<file path="config.mk">
export PLATFORM = sky130hd
export DESIGN_NAME = plate_color_vote
export DESIGN_NICKNAME = d
export VERILOG_FILES = /design/src/rtl/core/pcv_pkg.sv /design/src/rtl/core/plate_color_vote.sv
export SDC_FILE = /design/constraint.sdc
export NUM_CORES = 1
export LEC_CHECK = 0
export BUFFER_PORTS_ARGS = -buffer_cell sky130_fd_sc_hd__buf_2
export CORE_ASPECT_RATIO = 1.5
export CORE_MARGIN = 2
export CORE_UTILIZATION = 55
export DETAILED_ROUTE_END_ITERATION = 12
export PLACE_DENSITY = 0.71
export RECOVER_POWER = 50
export SKIP_LAST_GASP = 1
export SYNTH_ARGS = -nofsm -noshare
export SYNTH_HDL_FRONTEND = slang
export SYNTH_SLANG_ARGS = --single-unit
export TNS_END_PERCENT = 30
</file>
<file path="constraint.sdc">
create_clock -name clk -period 10.4 [get_ports clk]
set_input_delay 0 -clock clk [delete_from_list [all_inputs] [get_ports clk]]
set_output_delay 0 -clock clk [all_outputs]
set_load 0.03 [all_outputs]
</file>
<file path="src/rtl/core/pcv_pkg.sv">
// package for the plate colour vote block
// holds class codes, register indexes, reset values and field widths
// no dependencies
package pcv_pkg;

	// widths of the pixel, position and register index fields
	localparam int PIXEL_BITS = 8;
	localparam int POS_BITS = 12;
	localparam int INDEX_BITS = 3;

	// default width of each class counter
	localparam int COUNT_BITS_DEFAULT = 20;

	// colour class code
	typedef logic [2:0] color_t;

	localparam color_t CLASS_BLUE = 3'd0;
	localparam color_t CLASS_YELLOW = 3'd1;
	localparam color_t CLASS_WHITE = 3'd2;
	localparam color_t CLASS_BLACK = 3'd3;
	localparam color_t CLASS_OTHER = 3'd4;

	localparam int NUM_CLASSES = 5;

	// configuration register indexes
	localparam logic [INDEX_BITS-1:0] REG_FRAME_WIDTH = 3'd0;
	localparam logic [INDEX_BITS-1:0] REG_CROP_LEFT = 3'd1;
	localparam logic [INDEX_BITS-1:0] REG_CROP_RIGHT_LAST = 3'd2;
	localparam logic [INDEX_BITS-1:0] REG_CROP_TOP = 3'd3;
	localparam logic [INDEX_BITS-1:0] REG_CROP_BOTTOM_LAST = 3'd4;

	// reset values of the configuration registers and the row limit
	localparam logic [POS_BITS-1:0] FRAME_WIDTH_RESET = 12'd1;
	localparam logic [POS_BITS-1:0] POS_MAX = 12'd4095;

endpackage

</file>
<file path="src/rtl/core/plate_color_vote.sv">
// plate colour vote: pixel classifier, per-class counters and frame vote
// depends on pcv_pkg
//
// Takes one RGB pixel per cycle in raster order. Pixels that fall inside the
// crop window are sorted into blue, yellow, white, black or other by exact
// integer HSV rules and counted in saturating per-class counters of
// COUNT_BITS bits. The pixel flagged end_of_frame closes the frame: its
// colour vote appears on the result port after it has passed through the
// input register, count snapshot, merged sums and result register, and the
// counters and position counters start from zero for the next frame.
// Pixels that do not end a frame give no result. Input is stalled only when
// an end-of-frame pixel cannot move into the snapshot stage, which happens
// only while several frame results are backed up at the result port; in
// steady state one pixel is taken every cycle. Configuration must be written
// while no frame is in progress.
module plate_color_vote
	import pcv_pkg::*;
#(
	parameter int COUNT_BITS = COUNT_BITS_DEFAULT
) (
	input  logic                  clk,
	input  logic                  arst_n,
	// configuration write port
	input  logic                  write_enable,
	input  logic [INDEX_BITS-1:0] write_index,
	input  logic [POS_BITS-1:0]   write_data,
	// pixel input channel
	input  logic                  in_valid,
	output logic                  in_stall,
	input  logic [PIXEL_BITS-1:0] red,
	input  logic [PIXEL_BITS-1:0] green,
	input  logic [PIXEL_BITS-1:0] blue,
	input  logic                  end_of_frame,
	// result channel
	output logic                  out_valid,
	input  logic                  out_stall,
	output color_t                plate_color,
	output logic                  invert_binary
);

	localparam int SUM_BITS = COUNT_BITS + 1;
	localparam logic [COUNT_BITS-1:0] COUNT_MAX = {COUNT_BITS{1'b1}};

	// configuration registers
	logic [POS_BITS-1:0] frame_width_q;
	logic [POS_BITS-1:0] crop_left_q;
	logic [POS_BITS-1:0] crop_right_last_q;
	logic [POS_BITS-1:0] crop_top_q;
	logic [POS_BITS-1:0] crop_bottom_last_q;

	// position counters
	logic [POS_BITS-1:0] column_q;
	logic [POS_BITS-1:0] row_q;

	// stage 1: registered pixel
	logic                  valid_s1;
	logic [PIXEL_BITS-1:0] red_s1;
	logic [PIXEL_BITS-1:0] green_s1;
	logic [PIXEL_BITS-1:0] blue_s1;
	logic                  eof_s1;
	logic                  in_window_s1;

	// class counters
	logic [COUNT_BITS-1:0] class_count_q [NUM_CLASSES];
	logic [COUNT_BITS-1:0] class_count_next [NUM_CLASSES];

	// stage 2: snapshot of the closing frame
	logic                  valid_s2;
	logic [COUNT_BITS-1:0] count_s2 [NUM_CLASSES];

	// stage 3: merged counts
	logic                valid_s3;
	logic [SUM_BITS-1:0] merged_s3 [NUM_CLASSES];
	logic                white_ge_black_s3;

	// result register
	logic   out_valid_q;
	color_t plate_color_q;
	logic   invert_binary_q;

	// handshake and stage movement
	logic accept;
	logic out_ready;
	logic ready_s3;
	logic ready_s2;
	logic retire_s1;
	logic to_s2;

	assign out_ready = !out_valid_q || !out_stall;
	assign ready_s3 = !valid_s3 || out_ready;
	assign ready_s2 = !valid_s2 || ready_s3;
	assign retire_s1 = valid_s1 && (!eof_s1 || ready_s2);
	assign to_s2 = retire_s1 && eof_s1;
	assign in_stall = valid_s1 && eof_s1 && !ready_s2;
	assign accept = in_valid && !in_stall;

	// configuration writes, unknown indexes ignored
	always_ff @(posedge clk or negedge arst_n) begin
		if (!arst_n) begin
			frame_width_q <= FRAME_WIDTH_RESET;
			crop_left_q <= '0;
			crop_right_last_q <= POS_MAX;
			crop_top_q <= '0;
			crop_bottom_last_q <= POS_MAX;
		end else if (write_enable) begin
			unique case (write_index)
				REG_FRAME_WIDTH: frame_width_q <= write_data;
				REG_CROP_LEFT: crop_left_q <= write_data;
				REG_CROP_RIGHT_LAST: crop_right_last_q <= write_data;
				REG_CROP_TOP: crop_top_q <= write_data;
				REG_CROP_BOTTOM_LAST: crop_bottom_last_q <= write_data;
				default: ;
			endcase
		end
	end

	// crop window test on the position of the incoming pixel
	logic in_window;
	assign in_window = (column_q >= crop_left_q) && (column_q <= crop_right_last_q)
		&& (row_q >= crop_top_q) && (row_q <= crop_bottom_last_q);

	// raster position, width zero behaves as width one
	logic [POS_BITS:0] column_inc;
	assign column_inc = {1'b0, column_q} + {{POS_BITS{1'b0}}, 1'b1};

	always_ff @(posedge clk or negedge arst_n) begin
		if (!arst_n) begin
			column_q <= '0;
			row_q <= '0;
		end else if (accept) begin
			if (end_of_frame) begin
				column_q <= '0;
				row_q <= '0;
			end else if (column_inc >= {1'b0, frame_width_q}) begin
				column_q <= '0;
				if (row_q != POS_MAX) begin
					row_q <= row_q + 1'b1;
				end
			end else begin
				column_q <= column_inc[POS_BITS-1:0];
			end
		end
	end

	// input register
	always_ff @(posedge clk or negedge arst_n) begin
		if (!arst_n) begin
			valid_s1 <= 1'b0;
		end else if (accept) begin
			valid_s1 <= 1'b1;
		end else if (retire_s1) begin
			valid_s1 <= 1'b0;
		end
	end

	always_ff @(posedge clk) begin
		if (accept) begin
			red_s1 <= red;
			green_s1 <= green;
			blue_s1 <= blue;
			eof_s1 <= end_of_frame;
			in_window_s1 <= in_window;
		end
	end

	// max, min and spread of the registered pixel
	logic [PIXEL_BITS-1:0] max_c;
	logic [PIXEL_BITS-1:0] min_c;
	logic [PIXEL_BITS-1:0] spread;

	always_comb begin
		max_c = red_s1;
		if (green_s1 > max_c) max_c = green_s1;
		if (blue_s1 > max_c) max_c = blue_s1;
		min_c = red_s1;
		if (green_s1 < min_c) min_c = green_s1;
		if (blue_s1 < min_c) min_c = blue_s1;
		spread = max_c - min_c;
	end

	// value and saturation thresholds by cross-multiplication
	logic [11:0] max_x5;
	logic [11:0] max_x7;
	logic [11:0] min_x10;
	logic        is_black;
	logic        is_white;

	assign max_x5 = {4'b0, max_c} * 12'd5;
	assign max_x7 = {4'b0, max_c} * 12'd7;
	assign min_x10 = {4'b0, min_c} * 12'd10;
	assign is_black = max_x5 < 12'd255;
	assign is_white = (min_x10 > max_x7) && (min_c >= 8'd100);

	// hue tests in signed arithmetic, spread scaled by one and by two
	logic signed [11:0] red_x;
	logic signed [11:0] green_x;
	logic signed [11:0] blue_x;
	logic signed [11:0] spread_x;
	logic signed [11:0] spread_x2;
	logic signed [11:0] hue_gb;
	logic signed [11:0] hue_rb;
	logic signed [11:0] hue_rg;

	assign red_x = $signed({4'b0, red_s1});
	assign green_x = $signed({4'b0, green_s1});
	assign blue_x = $signed({4'b0, blue_s1});
	assign spread_x = $signed({4'b0, spread});
	assign spread_x2 = spread_x + spread_x;
	assign hue_gb = (green_x - blue_x) * 12'sd3;
	assign hue_rb = (red_x - blue_x) * 12'sd3;
	assign hue_rg = (red_x - green_x) * 12'sd3;

	// class decision
	color_t pixel_class;

	always_comb begin
		pixel_class = CLASS_OTHER;
		if (is_black) begin
			pixel_class = CLASS_BLACK;
		end else if (is_white) begin
			pixel_class = CLASS_WHITE;
		end else if (spread == '0) begin
			pixel_class = CLASS_OTHER;
		end else if (max_c == red_s1) begin
			// red maximum, magenta side of red is other
			if (green_s1 >= blue_s1 && hue_gb >= spread_x) begin
				pixel_class = CLASS_YELLOW;
			end
		end else if (max_c == green_s1) begin
			if (hue_rb >= spread_x) begin
				pixel_class = CLASS_YELLOW;
			end
		end else begin
			if (hue_rg >= -spread_x2 && hue_rg <= spread_x2) begin
				pixel_class = CLASS_BLUE;
			end
		end
	end

	// saturating counter update for the pixel leaving stage 1
	always_comb begin
		for (int i = 0; i < NUM_CLASSES; i++) begin
			class_count_next[i] = class_count_q[i];
			if (in_window_s1 && pixel_class == color_t'(i)
				&& class_count_q[i] != COUNT_MAX) begin
				class_count_next[i] = class_count_q[i] + 1'b1;
			end
		end
	end

	// counters clear once the closing frame moves to the snapshot
	always_ff @(posedge clk or negedge arst_n) begin
		if (!arst_n) begin
			for (int i = 0; i < NUM_CLASSES; i++) class_count_q[i] <= '0;
		end else if (retire_s1) begin
			for (int i = 0; i < NUM_CLASSES; i++) begin
				class_count_q[i] <= eof_s1 ? '0 : class_count_next[i];
			end
		end
	end

	// stage 2: final counts of the frame
	always_ff @(posedge clk or negedge arst_n) begin
		if (!arst_n) begin
			valid_s2 <= 1'b0;
		end else if (ready_s2) begin
			valid_s2 <= to_s2;
		end
	end

	always_ff @(posedge clk) begin
		if (to_s2) begin
			for (int i = 0; i < NUM_CLASSES; i++) count_s2[i] <= class_count_next[i];
		end
	end

	// stage 3: merged counts at full width
	always_ff @(posedge clk or negedge arst_n) begin
		if (!arst_n) begin
			valid_s3 <= 1'b0;
		end else if (ready_s3) begin
			valid_s3 <= valid_s2;
		end
	end

	always_ff @(posedge clk) begin
		if (ready_s3 && valid_s2) begin
			merged_s3[0] <= {1'b0, count_s2[0]} + {1'b0, count_s2[2]};
			merged_s3[1] <= {1'b0, count_s2[1]} + {1'b0, count_s2[3]};
			merged_s3[2] <= {1'b0, count_s2[2]} + {1'b0, count_s2[3]};
			merged_s3[3] <= {1'b0, count_s2[2]} + {1'b0, count_s2[3]};
			merged_s3[4] <= {1'b0, count_s2[4]};
			white_ge_black_s3 <= count_s2[2] >= count_s2[3];
		end
	end

	// vote: first strict maximum, white against black settles the shared pair
	color_t        vote_win;
	color_t        vote_color;
	logic [SUM_BITS-1:0] vote_best;

	always_comb begin
		vote_best = '0;
		vote_win = CLASS_BLUE;
		for (int i = 0; i < NUM_CLASSES; i++) begin
			if (vote_best < merged_s3[i]) begin
				vote_best = merged_s3[i];
				vote_win = color_t'(i);
			end
		end
		vote_color = vote_win;
		if (vote_win == CLASS_WHITE || vote_win == CLASS_BLACK) begin
			vote_color = white_ge_black_s3 ? CLASS_WHITE : CLASS_BLACK;
		end
	end

	// result register
	always_ff @(posedge clk or negedge arst_n) begin
		if (!arst_n) begin
			out_valid_q <= 1'b0;
		end else if (out_ready) begin
			out_valid_q <= valid_s3;
		end
	end

	always_ff @(posedge clk) begin
		if (out_ready && valid_s3) begin
			plate_color_q <= vote_color;
			invert_binary_q <= (vote_color == CLASS_YELLOW) || (vote_color == CLASS_WHITE);
		end
	end

	assign out_valid = out_valid_q;
	assign plate_color = plate_color_q;
	assign invert_binary = invert_binary_q;

	// input holds off only behind a blocked end-of-frame pixel
	assert property (@(posedge clk) disable iff (!arst_n)
		in_stall |-> (valid_s1 && eof_s1 && valid_s2))
		else $error("input stalled without a blocked end-of-frame pixel");

	// counters start from zero after a frame closes
	assert property (@(posedge clk) disable iff (!arst_n)
		to_s2 |=> (class_count_q[0] == '0 && class_count_q[1] == '0
			&& class_count_q[2] == '0 && class_count_q[3] == '0
			&& class_count_q[4] == '0))
		else $error("class counters not cleared after end of frame");

	// a blocked snapshot is not overwritten
	assert property (@(posedge clk) disable iff (!arst_n)
		(valid_s2 && !ready_s3) |=> (valid_s2 && $stable(count_s2[0])
			&& $stable(count_s2[2]) && $stable(count_s2[3])))
		else $error("frame snapshot changed while blocked");

endmodule
</file>
# Word level (Yosys, flattened, before mapping)
# Memory sizes are Yosys's and may differ from the RTL's.
# Index checks and enable logic that the tools add are counted.
[word_totals]
mem_count = 2
ramBits = 205
output_inout_bits = 6
reg_bits = 219
in_bits = 45
[memory_table]
columns = ["name", "words", "word_bits", "rd", "rd_clocked_by_memory_dff", "write_ports", "line_no", "rtl"]
rows = [
  ["merged_s3", 5, 21, 5, 0, 5, "plate_color_vote.sv:73", "logic [SUM_BITS-1:0] merged_s3 [NUM_CLASSES];"],
  ["count_s2", 5, 20, 5, 0, 5, "plate_color_vote.sv:69", "logic [COUNT_BITS-1:0] count_s2 [NUM_CLASSES];"],
]
[op_classes]
add_sub_neg = 16
n_mux = 43
n_eq_ne = 20
reduce_logical = 48
magnitude_cmp = 23
multipliers = 6
[op_table]
columns = ["operator", "count"]
rows = [
  ["$mux W20", 10],
  ["$add A20 B1 Y20 const B", 5],
  ["$ne A20 B20 Y1 const B", 5],
  ["$lt A21 B21 Y1", 4],
  ["$mux W21", 4],
  ["$add A20 B20 Y21", 3],
  ["$mux W12", 5],
  ["$ge A12 B12 Y1", 3],
  ["$mul A9 B3 Y12 const B", 3],
  ["$mux W3", 12],
  ["$mul A8 B3 Y11 const B", 3],
  ["$mux W8", 4],
  ["$sub A8 B8 Y9", 3],
  ["$ge A12 B9 Y1", 2],
  ["$le A12 B12 Y1", 2],
  ["$logic_and A1 B1 Y1", 23],
  ["$eq A3 B2 Y1 const B", 7],
  ["$lt A1 B21 Y1 const A", 1],
  ["$ge A20 B20 Y1", 1],
  ["$eq A8 B8 Y1", 2],
  ["$gt A8 B8 Y1", 2],
  ["$lt A8 B8 Y1", 2],
  ["$add A12 B1 Y13 const B", 1],
  ["$ge A13 B12 Y1", 1],
  ["other kinds (20)", 48],
]

# Longest topological paths before layout
# Gate-level depths: netlist (run 1).
[depth]
ltp_word = 20
depth_mapped = 43

# Least setup slack after synthesis (run 1)
# Ideal clock, no wire load.
[synth_path]
kind = "register to register"
from = "reg green_s1[1]"
to = "mem count_s2[0][1] (netlist name) (data pin)"
n_path_buf = 3
period_less_slack_ns = 9.016
t_arrival_ns = 8.756
setup_slack_ns = 1.384
stages_incl_launch_ff = 40
required_time_ns = 10.140
path_cell_list = "edfxtp_1 inv_1 ha_1 nor2b_1 o2111ai_2 a21oi_4 o21ai_2 clkbuf_1 nor2_1 a21oi_1 ha_1 a211oi_1 o21bai_1 nor3_1 o2111a_1 a311o_1 clkbuf_1 nand2_1 [4 not listed] o21ai_0 a21oi_1 o21bai_1 a21oi_1 xnor2_4 inv_2 ha_1 a2111oi_0 nand2_1 a31oi_1 or3_1 o21ai_0 a41o_1 or4_1 a31o_1 a211oi_4 buf_2 mux2_2"
[synth_rtl]
columns = ["element", "line_no", "rtl"]
rows = [
  ["start: declaration", "plate_color_vote.sv:58", "logic [PIXEL_BITS-1:0] green_s1;"],
  ["start signal: assignment", "plate_color_vote.sv:159", "green_s1 <= green;"],
  ["end: declaration", "plate_color_vote.sv:69", ""],
]

# Final worst setup path (run 1)
[layout_path]
from = "reg green_s1[1]"
to = "reg class_count_q[64] (netlist name)"
[layout_via]
elab_chain_cells = 20
word_cells_on_any_way = 45
[layout_rtl]
columns = ["element", "line_no", "rtl"]
rows = [
  ["$gt A8 B8 Y1 / $lt A8 B8 Y1 (equally long branches)", "plate_color_vote.sv:173, plate_color_vote.sv:176", ""],
  ["$mux W8 (on tied branches)", "plate_color_vote.sv:173, plate_color_vote.sv:176", ""],
  ["$gt A8 B8 Y1 / $lt A8 B8 Y1 (equally long branches)", "plate_color_vote.sv:174, plate_color_vote.sv:177", ""],
  ["$mux W8 (on tied branches)", "plate_color_vote.sv:174, plate_color_vote.sv:177", ""],
  ["$sub A8 B8 Y8", "plate_color_vote.sv:178", "spread = max_c - min_c;"],
  ["$add A8 B8 Y9", "plate_color_vote.sv:208", "assign spread_x2 = spread_x + spread_x;"],
  ["$neg A9 Y12", "plate_color_vote.sv:234", "if (hue_rg >= -spread_x2 && hue_rg <= spread_x2) begin"],
  ["$ge A12 B12 Y1", "plate_color_vote.sv:234", ""],
  ["[4 not listed]", "n/a", ""],
  ["$mux W3", "plate_color_vote.sv:222", "end else if (spread == '0) begin"],
  ["$mux W3", "plate_color_vote.sv:220", "end else if (is_white) begin"],
  ["$mux W3 (*)", "plate_color_vote.sv:218", "if (is_black) begin"],
  ["$eq A3 B1 Y1 (*)", "plate_color_vote.sv:244", "if (in_window_s1 && pixel_class == color_t'(i)"],
  ["$logic_and A1 B1 Y1 (*)", "plate_color_vote.sv:244", ""],
  ["$logic_and A1 B1 Y1 (*)", "plate_color_vote.sv:245", "&& class_count_q[i] != COUNT_MAX) begin"],
  ["$mux W20 (*)", "plate_color_vote.sv:244", ""],
  ["$mux W20 (*)", "plate_color_vote.sv:257", "class_count_q[i] <= eof_s1 ? '0 : class_count_next[i];"],
  ["end signal: indexed assignment", "plate_color_vote.sv:257", ""],
  ["end: declaration", "plate_color_vote.sv:64", "logic [COUNT_BITS-1:0] class_count_q [NUM_CLASSES];"],
]
# Every way passes the cells marked *; elsewhere a longest branch is shown, timed or not.
# A chain may end at the register's enable or synchronous reset.

==> flow_metrics.env, run 1 <==
export IMPL_worst_path_max_delay_cell="edfxtp_1"
export IMPL_timing_final_crit_share=0.930
export IMPL_place_hpwl_mm=63.3
export IMPL_syn_instance_count=3168
export IMPL_end_kind="flop"
export IMPL_core_um2=54700
export IMPL_ys_seq_area_frac=0.368
export IMPL_start_kind="flop"
export IMPL_synth_top_area_cell="edfxtp_1"
export IMPL_syn_area_um2=30300
export IMPL_wl_per_cell_um=20.3
export IMPL_synth_top_area_share=0.212
export IMPL_use_met1=0.297
export IMPL_status="finished, violations left"
export IMPL_arrival_ns=10.14
export IMPL_yosysMostFrequentCell="ha_1"
export IMPL_cts_sinks=402
export IMPL_setup_viol=0
export IMPL_fillCellCount=4589
export IMPL_muxShareOfSynthArea=0.0269
export IMPL_violations="max-capacitance violations, max-slew violations"
export IMPL_yosys_top_cells_area="edfxtp_1 21%, ha_1 16%, dfrtp_1 13%"
export IMPL_vias=24200
export IMPL_ant_nets=0
export IMPL_synthSimpleGateAreaFrac=0.135
export IMPL_grt_pass1_vias=24800
export IMPL_syn_avg_cell_area_um2=9.57
export IMPL_synth_top_family_by_area="adder cells"
export IMPL_grt_use_total=0.284
export IMPL_ioPinCount=51
export IMPL_critical_path_class="flop to flop"
export IMPL_grt_max_degree=125
export IMPL_ys_warnings_count=0
export IMPL_synth_compound_area_share=0.174
export IMPL_fin_cells=3994
export IMPL_syn2layout_area_growth_pct=10.6
export IMPL_synth_nets=3628
export IMPL_wirelength_mm=81.0
export IMPL_maxSlewViolCount=267
export IMPL_peakVddDrop_v=0.000176
export IMPL_setup_slack_ns=0.724
export IMPL_pre_cts_ws_ns=0.200
export IMPL_synth_edf_count=214
export IMPL_ys_types=96
export IMPL_cts_buffers=42
export IMPL_total_power_uw=6410
export IMPL_rsz0062_at_grt="false"
export IMPL_cp_max_fo=15
export IMPL_clk_path_buf_depth=3
export IMPL_multi_input_area_um2=17700
export IMPL_grt_pass1_wl_mm=128
export IMPL_die_y_um=292
export IMPL_grt_overflow_total=0
export IMPL_drc=0
export IMPL_dr_pass1_iters=8
export IMPL_finalNetCount=3725
export IMPL_synth_common_cells="395 x ha_1, 289 x inv_1, 250 x nand2_1"
export IMPL_synthAdderAreaFrac=0.176
export IMPL_dieArea_um2=57000
export IMPL_start_util=0.555
export IMPL_gp_congestion=0.983
export IMPL_diodes=0
export IMPL_synth_xor_area_frac=0.0685
export IMPL_cts_tree="built"
export IMPL_clock_latency_ns=0.57
export IMPL_antenna_found_initial=0
export IMPL_hold_violations=0
export IMPL_tns_ns=0
export IMPL_regArea_um2=11200
export IMPL_row_count=105
export IMPL_path_clk_slew_ns=0.07
export IMPL_worst_slew_pin_slew_ns=6.70
export IMPL_io_buffers=50
export IMPL_slowest_delay_ns=0.54
export IMPL_holdCritPathClass="input port to flop"
export IMPL_die_w_um=196
export IMPL_async_reset_ff_frac=0.468
export IMPL_maxSlewHeadroom=-3.47
export IMPL_p_leak_uw=0.0150
export IMPL_synth_seq_cells=402
export IMPL_fin_hold_ws_ns=0.148
export IMPL_drive_above_1_share=0.101
export IMPL_use_met2=0.536
export IMPL_cts_max_level=2
export IMPL_synth_main_ff_cell="edfxtp_1"
export IMPL_max_cap_violations=3
export IMPL_cts_root_buffer="clkbuf_16"
export IMPL_finalClockSkew_ns=0.0300
export IMPL_min_period_ns=9.68
export IMPL_via_per_inst=6.05
export IMPL_top_usage_layer="met2"
export IMPL_place_inst=3869
export IMPL_first_iter_violations=1339
export IMPL_required_ns=10.86
export IMPL_fmax_mhz=103
export IMPL_use_met3=0.0270
export IMPL_power_density_nw_per_um2=191
[cells in the final DEF (no fill, tap or decap), drive strengths merged, types with 48 or more instances in the layout]
master / instances
a21o: 78
a21oi: 158
and3: 48
buf: 109
clkbuf: 70
dfrtp: 163
edfxtp: 214
ha: 395
inv: 293
mux2: 64
nand2: 251
nand3: 99
nand4: 48
nor2: 159
nor3: 50
o21ai: 251
xnor2: 150
xor2: 85
[worst paths after layout]
| path | startpoint | endpoint | slack, ns | cells after the start |
|---|---|---|---|---|
| worst max-delay path | green_s1[1] | class_count_q[64] | 0.72 | 39 |
| worst min-delay path | red[4] | red_s1[4] | 0.15 | 2 |
| worst max register to register | green_s1[1] | class_count_q[64] | 0.72 | 39 |
| worst min register to register | count_s2[0][87] | merged_s3[0][91] | 0.42 | 0 |
| max in group asynchronous | arst_n | class_count_q[7] | 3.60 | 3 |
| min in group asynchronous | arst_n | frame_width_q[4] | 2.48 | 2 |
[area by class of cell]
class | instances | area share
clock inverters | 23 | 0.00720
inverters | 290 | 0.0325
flip-flops and latches | 402 | 0.333
well taps | 695 | 0.0259
multi-input cells | 2358 | 0.528
repair buffers | 171 | 0.0379
clock buffers | 55 | 0.0355
[registers in the layout (all words and copies together), names as in the netlist, 12 cells and up]
register	flops
class_count_q	100
count_s2	100
merged_s3	83
column_q	12
crop_bottom_last_q	12
crop_left_q	12
crop_right_last_q	12
crop_top_q	12
frame_width_q	12
row_q	12
[cells by family after synthesis]
logic type | Yosys count
compound gates | 806
simple gates | 829
fa+ha+maj | 415
xor+xnor | 235
flops | 402
mux | 73
buf+inv | 408
[worst max-delay path, delay by kind of cell, from the launching register on]
family	cells	cell delay, ns
buf+inv	6	1.04
fa+ha+maj	5	1.61
flops	1	0.54
compound gates	14	2.97
mux	1	0.33
xor+xnor	1	0.29
simple gates	12	2.78
[where the power goes]
part	internal [uW]	switching [uW]
registers	1850	95.5
clock network	913	650
logic	1220	1680
total	3980	2430
[through the flow]
stage / area [um2] / utilization
CTS: 33600 / 0.614
global placement: 31600 / 0.579
global route: 33500 / 0.613
detailed placement: 31600 / 0.579
finish: 33500 / 0.613
floorplan: 30300 / -
[timing repair]
action,in CTS,in global routing
endpoints found under the hold margin,189,0
setup buffers,0,0
endpoints found under the setup margin,0,159
gates resized for setup,0,11
hold buffers,47,0
[per-layer routing]
metal  part of all wire  vias up
li1                   -    11700
met4              0.077        0
met2               0.52      649
met5                  0        -
met1               0.37    11600
met3              0.034      287
No activity file was read; power rests on OpenSTA's default activity.
==> inputs of run 2 (changes only) <==
Settings changed: CELL_PAD_IN_SITES_DETAIL_PLACEMENT set to 0, CELL_PAD_IN_SITES_GLOBAL_PLACEMENT set to 2, CORE_UTILIZATION 55 to 42, PLACE_DENSITY 0.71 to unset, PLACE_DENSITY_LB_ADDON set to 0.1.
==> flow_metrics.env, run 2 (synthesized netlist as in run 1, its figures left out) <==
export IMPL_power_frac_comb=0.445
export IMPL_p_clk_frac=0.257
export IMPL_fmax_mhz=101
export IMPL_fin_hold_ws_ns=0.115
export IMPL_dr_pass1_iters=5
export IMPL_die_w_um=223
export IMPL_reg2reg_to="count_s2[0][6]"
export IMPL_place_hpwl_mm=66.4
export IMPL_final_common_cell="ha_1"
export IMPL_switching_power_uw=2480
export IMPL_timing_final_crit_share=0.950
export IMPL_diodes=0
export IMPL_drc=0
export IMPL_core_um2=71500
export IMPL_power_density_nw_per_um2=192
export IMPL_dieArea_um2=74400
export IMPL_grt_use_total=0.232
export IMPL_wirelength_mm=85.9
export IMPL_wl_per_cell_um=20.3
export IMPL_fillCellCount=6753
export IMPL_ant_nets=0
export IMPL_grt_max_degree=75
export IMPL_setup_viol=0
export IMPL_r2r_start="green_s1[3]"
export IMPL_grt_overflow_total=0
export IMPL_use_met1=0.254
export IMPL_rsz0062_at_grt="false"
export IMPL_holdCritPathClass="input port to flop"
export IMPL_cts_max_level=2
export IMPL_row_count=120
export IMPL_first_iter_violations=1170
export IMPL_required_ns=10.79
export IMPL_start_kind="flop"
export IMPL_clk_path_buf_depth=3
export IMPL_gp_congestion=0.900
export IMPL_clock_latency_ns=0.60
export IMPL_grt_pass1_vias=24400
export IMPL_use_met3=0.0217
export IMPL_whs_path_depth=2
export IMPL_max_cap_violations=8
export IMPL_ff2ff_path_depth=39
export IMPL_crit_path_end="count_s2[0][6]"
export IMPL_grt_pass1_wl_mm=135
export IMPL_peakVddDrop_v=0.000129
export IMPL_antenna_found_initial=0
export IMPL_hold_violations=0
export IMPL_io_buffers=50
export IMPL_violations="max-capacitance violations, max-slew violations"
export IMPL_worst_slew_pin_slew_ns=3.67
export IMPL_cts_sinks=402
export IMPL_total_power_uw=6520
export IMPL_p_leak_uw=0.0150
export IMPL_path_clk_slew_ns=0.06
export IMPL_finalNetCount=3735
export IMPL_finalClockSkew_ns=0.0193
export IMPL_worstSetupStartpoint="green_s1[3]"
export IMPL_final_cell_mix="395 x ha_1, 289 x inv_1, 248 x nand2_1"
export IMPL_top_usage_layer="met2"
export IMPL_arrival_ns=10.27
export IMPL_cts_tree="built"
export IMPL_p_sw_frac=0.381
export IMPL_cp_max_fo=10
export IMPL_via_per_inst=5.60
export IMPL_sequentialPowerShare=0.298
export IMPL_start_util=0.424
export IMPL_cts_buffers=45
export IMPL_slowest_delay_ns=0.59
export IMPL_internal_power_uw=4030
export IMPL_worst_path_max_delay_cell="or4_1"
export IMPL_reg_top3="class_count_q x100, count_s2 x100, merged_s3 x83"
export IMPL_vias=23700
export IMPL_maxSlewViolCount=364
export IMPL_cts_root_buffer="clkbuf_16"
export IMPL_maxSlewHeadroom=-1.45
export IMPL_r2r_slack_ns=0.52
export IMPL_syn2layout_area_growth_pct=11.8
export IMPL_critical_path_class="flop to flop"
export IMPL_min_period_ns=9.88
export IMPL_end_kind="flop"
export IMPL_drive_above_1_share=0.0981
export IMPL_status="finished, violations left"
export IMPL_use_met2=0.439
export IMPL_ioPinCount=51
export IMPL_die_y_um=333
-- run 2: repair_timing --
action                                 in CTS  in global routing
setup buffers                               0                  4
setup endpoints to repair                  16                120
hold buffers                               52                  0
pin swaps                                   0                  1
endpoints found under the hold margin     164                  0
resized for setup                           1                  6
-- run 2: cell type report --
cell class / count / area, um2 / area share
Clock buffer: 59 / 1230 / 0.0363
Clock inverter: 25 / 299 / 0.00882
Inverter: 290 / 1090 / 0.0321
Multi-Input combinational cell: 2358 / 17700 / 0.522
Sequential cell: 402 / 11200 / 0.329
Tap cell: 915 / 1140 / 0.0338
Timing Repair Buffer: 178 / 1290 / 0.0379
-- run 2: stage by stage --
| step | util | area [um2] | TNS (ns) | setup slack (ns) | std cells |
|---|---|---|---|---|---|
| 2_1_floorplan | - | 30300 | 0 | 1.38 | 3168 |
| 3_3_place_gp | 0.446 | 31900 | 0 | 0.00479 | 4087 |
| 3_5_place_dp | 0.446 | 31900 | -0.194 | -0.0418 | 4087 |
| 4_1_cts | 0.475 | 34000 | 0 | 0.119 | 4223 |
| 5_1_grt | 0.474 | 33900 | 0 | 0.00467 | 4227 |
| 6_report | 0.474 | 33900 | 0 | 0.520 | 4227 |
-- run 2: power groups by stage --
| stage | Sequential (uW) | Combinational [uW] | Clock [uW] |
|---|---|---|---|
| global route | 1960 | 3310 | 1780 |
| finish | 1940 | 2900 | 1670 |
| CTS | 1940 | 2940 | 1720 |
| detailed placement | 1980 | 2900 | 0 |
| floorplan | 1940 | 2070 | 0 |
| global placement | 1970 | 2830 | 0 |
-- run 2: critical path: cells and delay by family (launching register included) --
kind / cells / cell delay, ns
simple gates: 8 / 1.46
buf+inv: 5 / 0.85
fa+ha+maj: 4 / 1.36
xor+xnor: 2 / 0.49
flops: 1 / 0.49
compound gates: 20 / 5.00
-- run 2: worst min path at each step --
| stage | from | endpoint | slack [ns] |
|---|---|---|---|
| 2_1_floorplan | arst_n | class_count_q[0] | -0.30 |
| 3_3_place_gp | arst_n | frame_width_q[3] | 0.07 |
| 3_5_place_dp | arst_n | frame_width_q[3] | 0.08 |
| 4_1_cts | write_index[2] | frame_width_q[9] | 0.0001 |
| 5_1_grt | red[4] | red_s1[4] | 0.1 |
| 6_report | red[4] | red_s1[4] | 0.11 |
-- run 2: routing by layer --
| metal | share of wire | up-vias | wire length (um) |
|---|---|---|---|
| met5 | 0 | - | 0 |
| met4 | 0.059 | 0 | 5070 |
| met3 | 0.026 | 196 | 2210 |
| met2 | 0.52 | 442 | 45000 |
| met1 | 0.39 | 11400 | 33600 |
| li1 | - | 11700 | - |
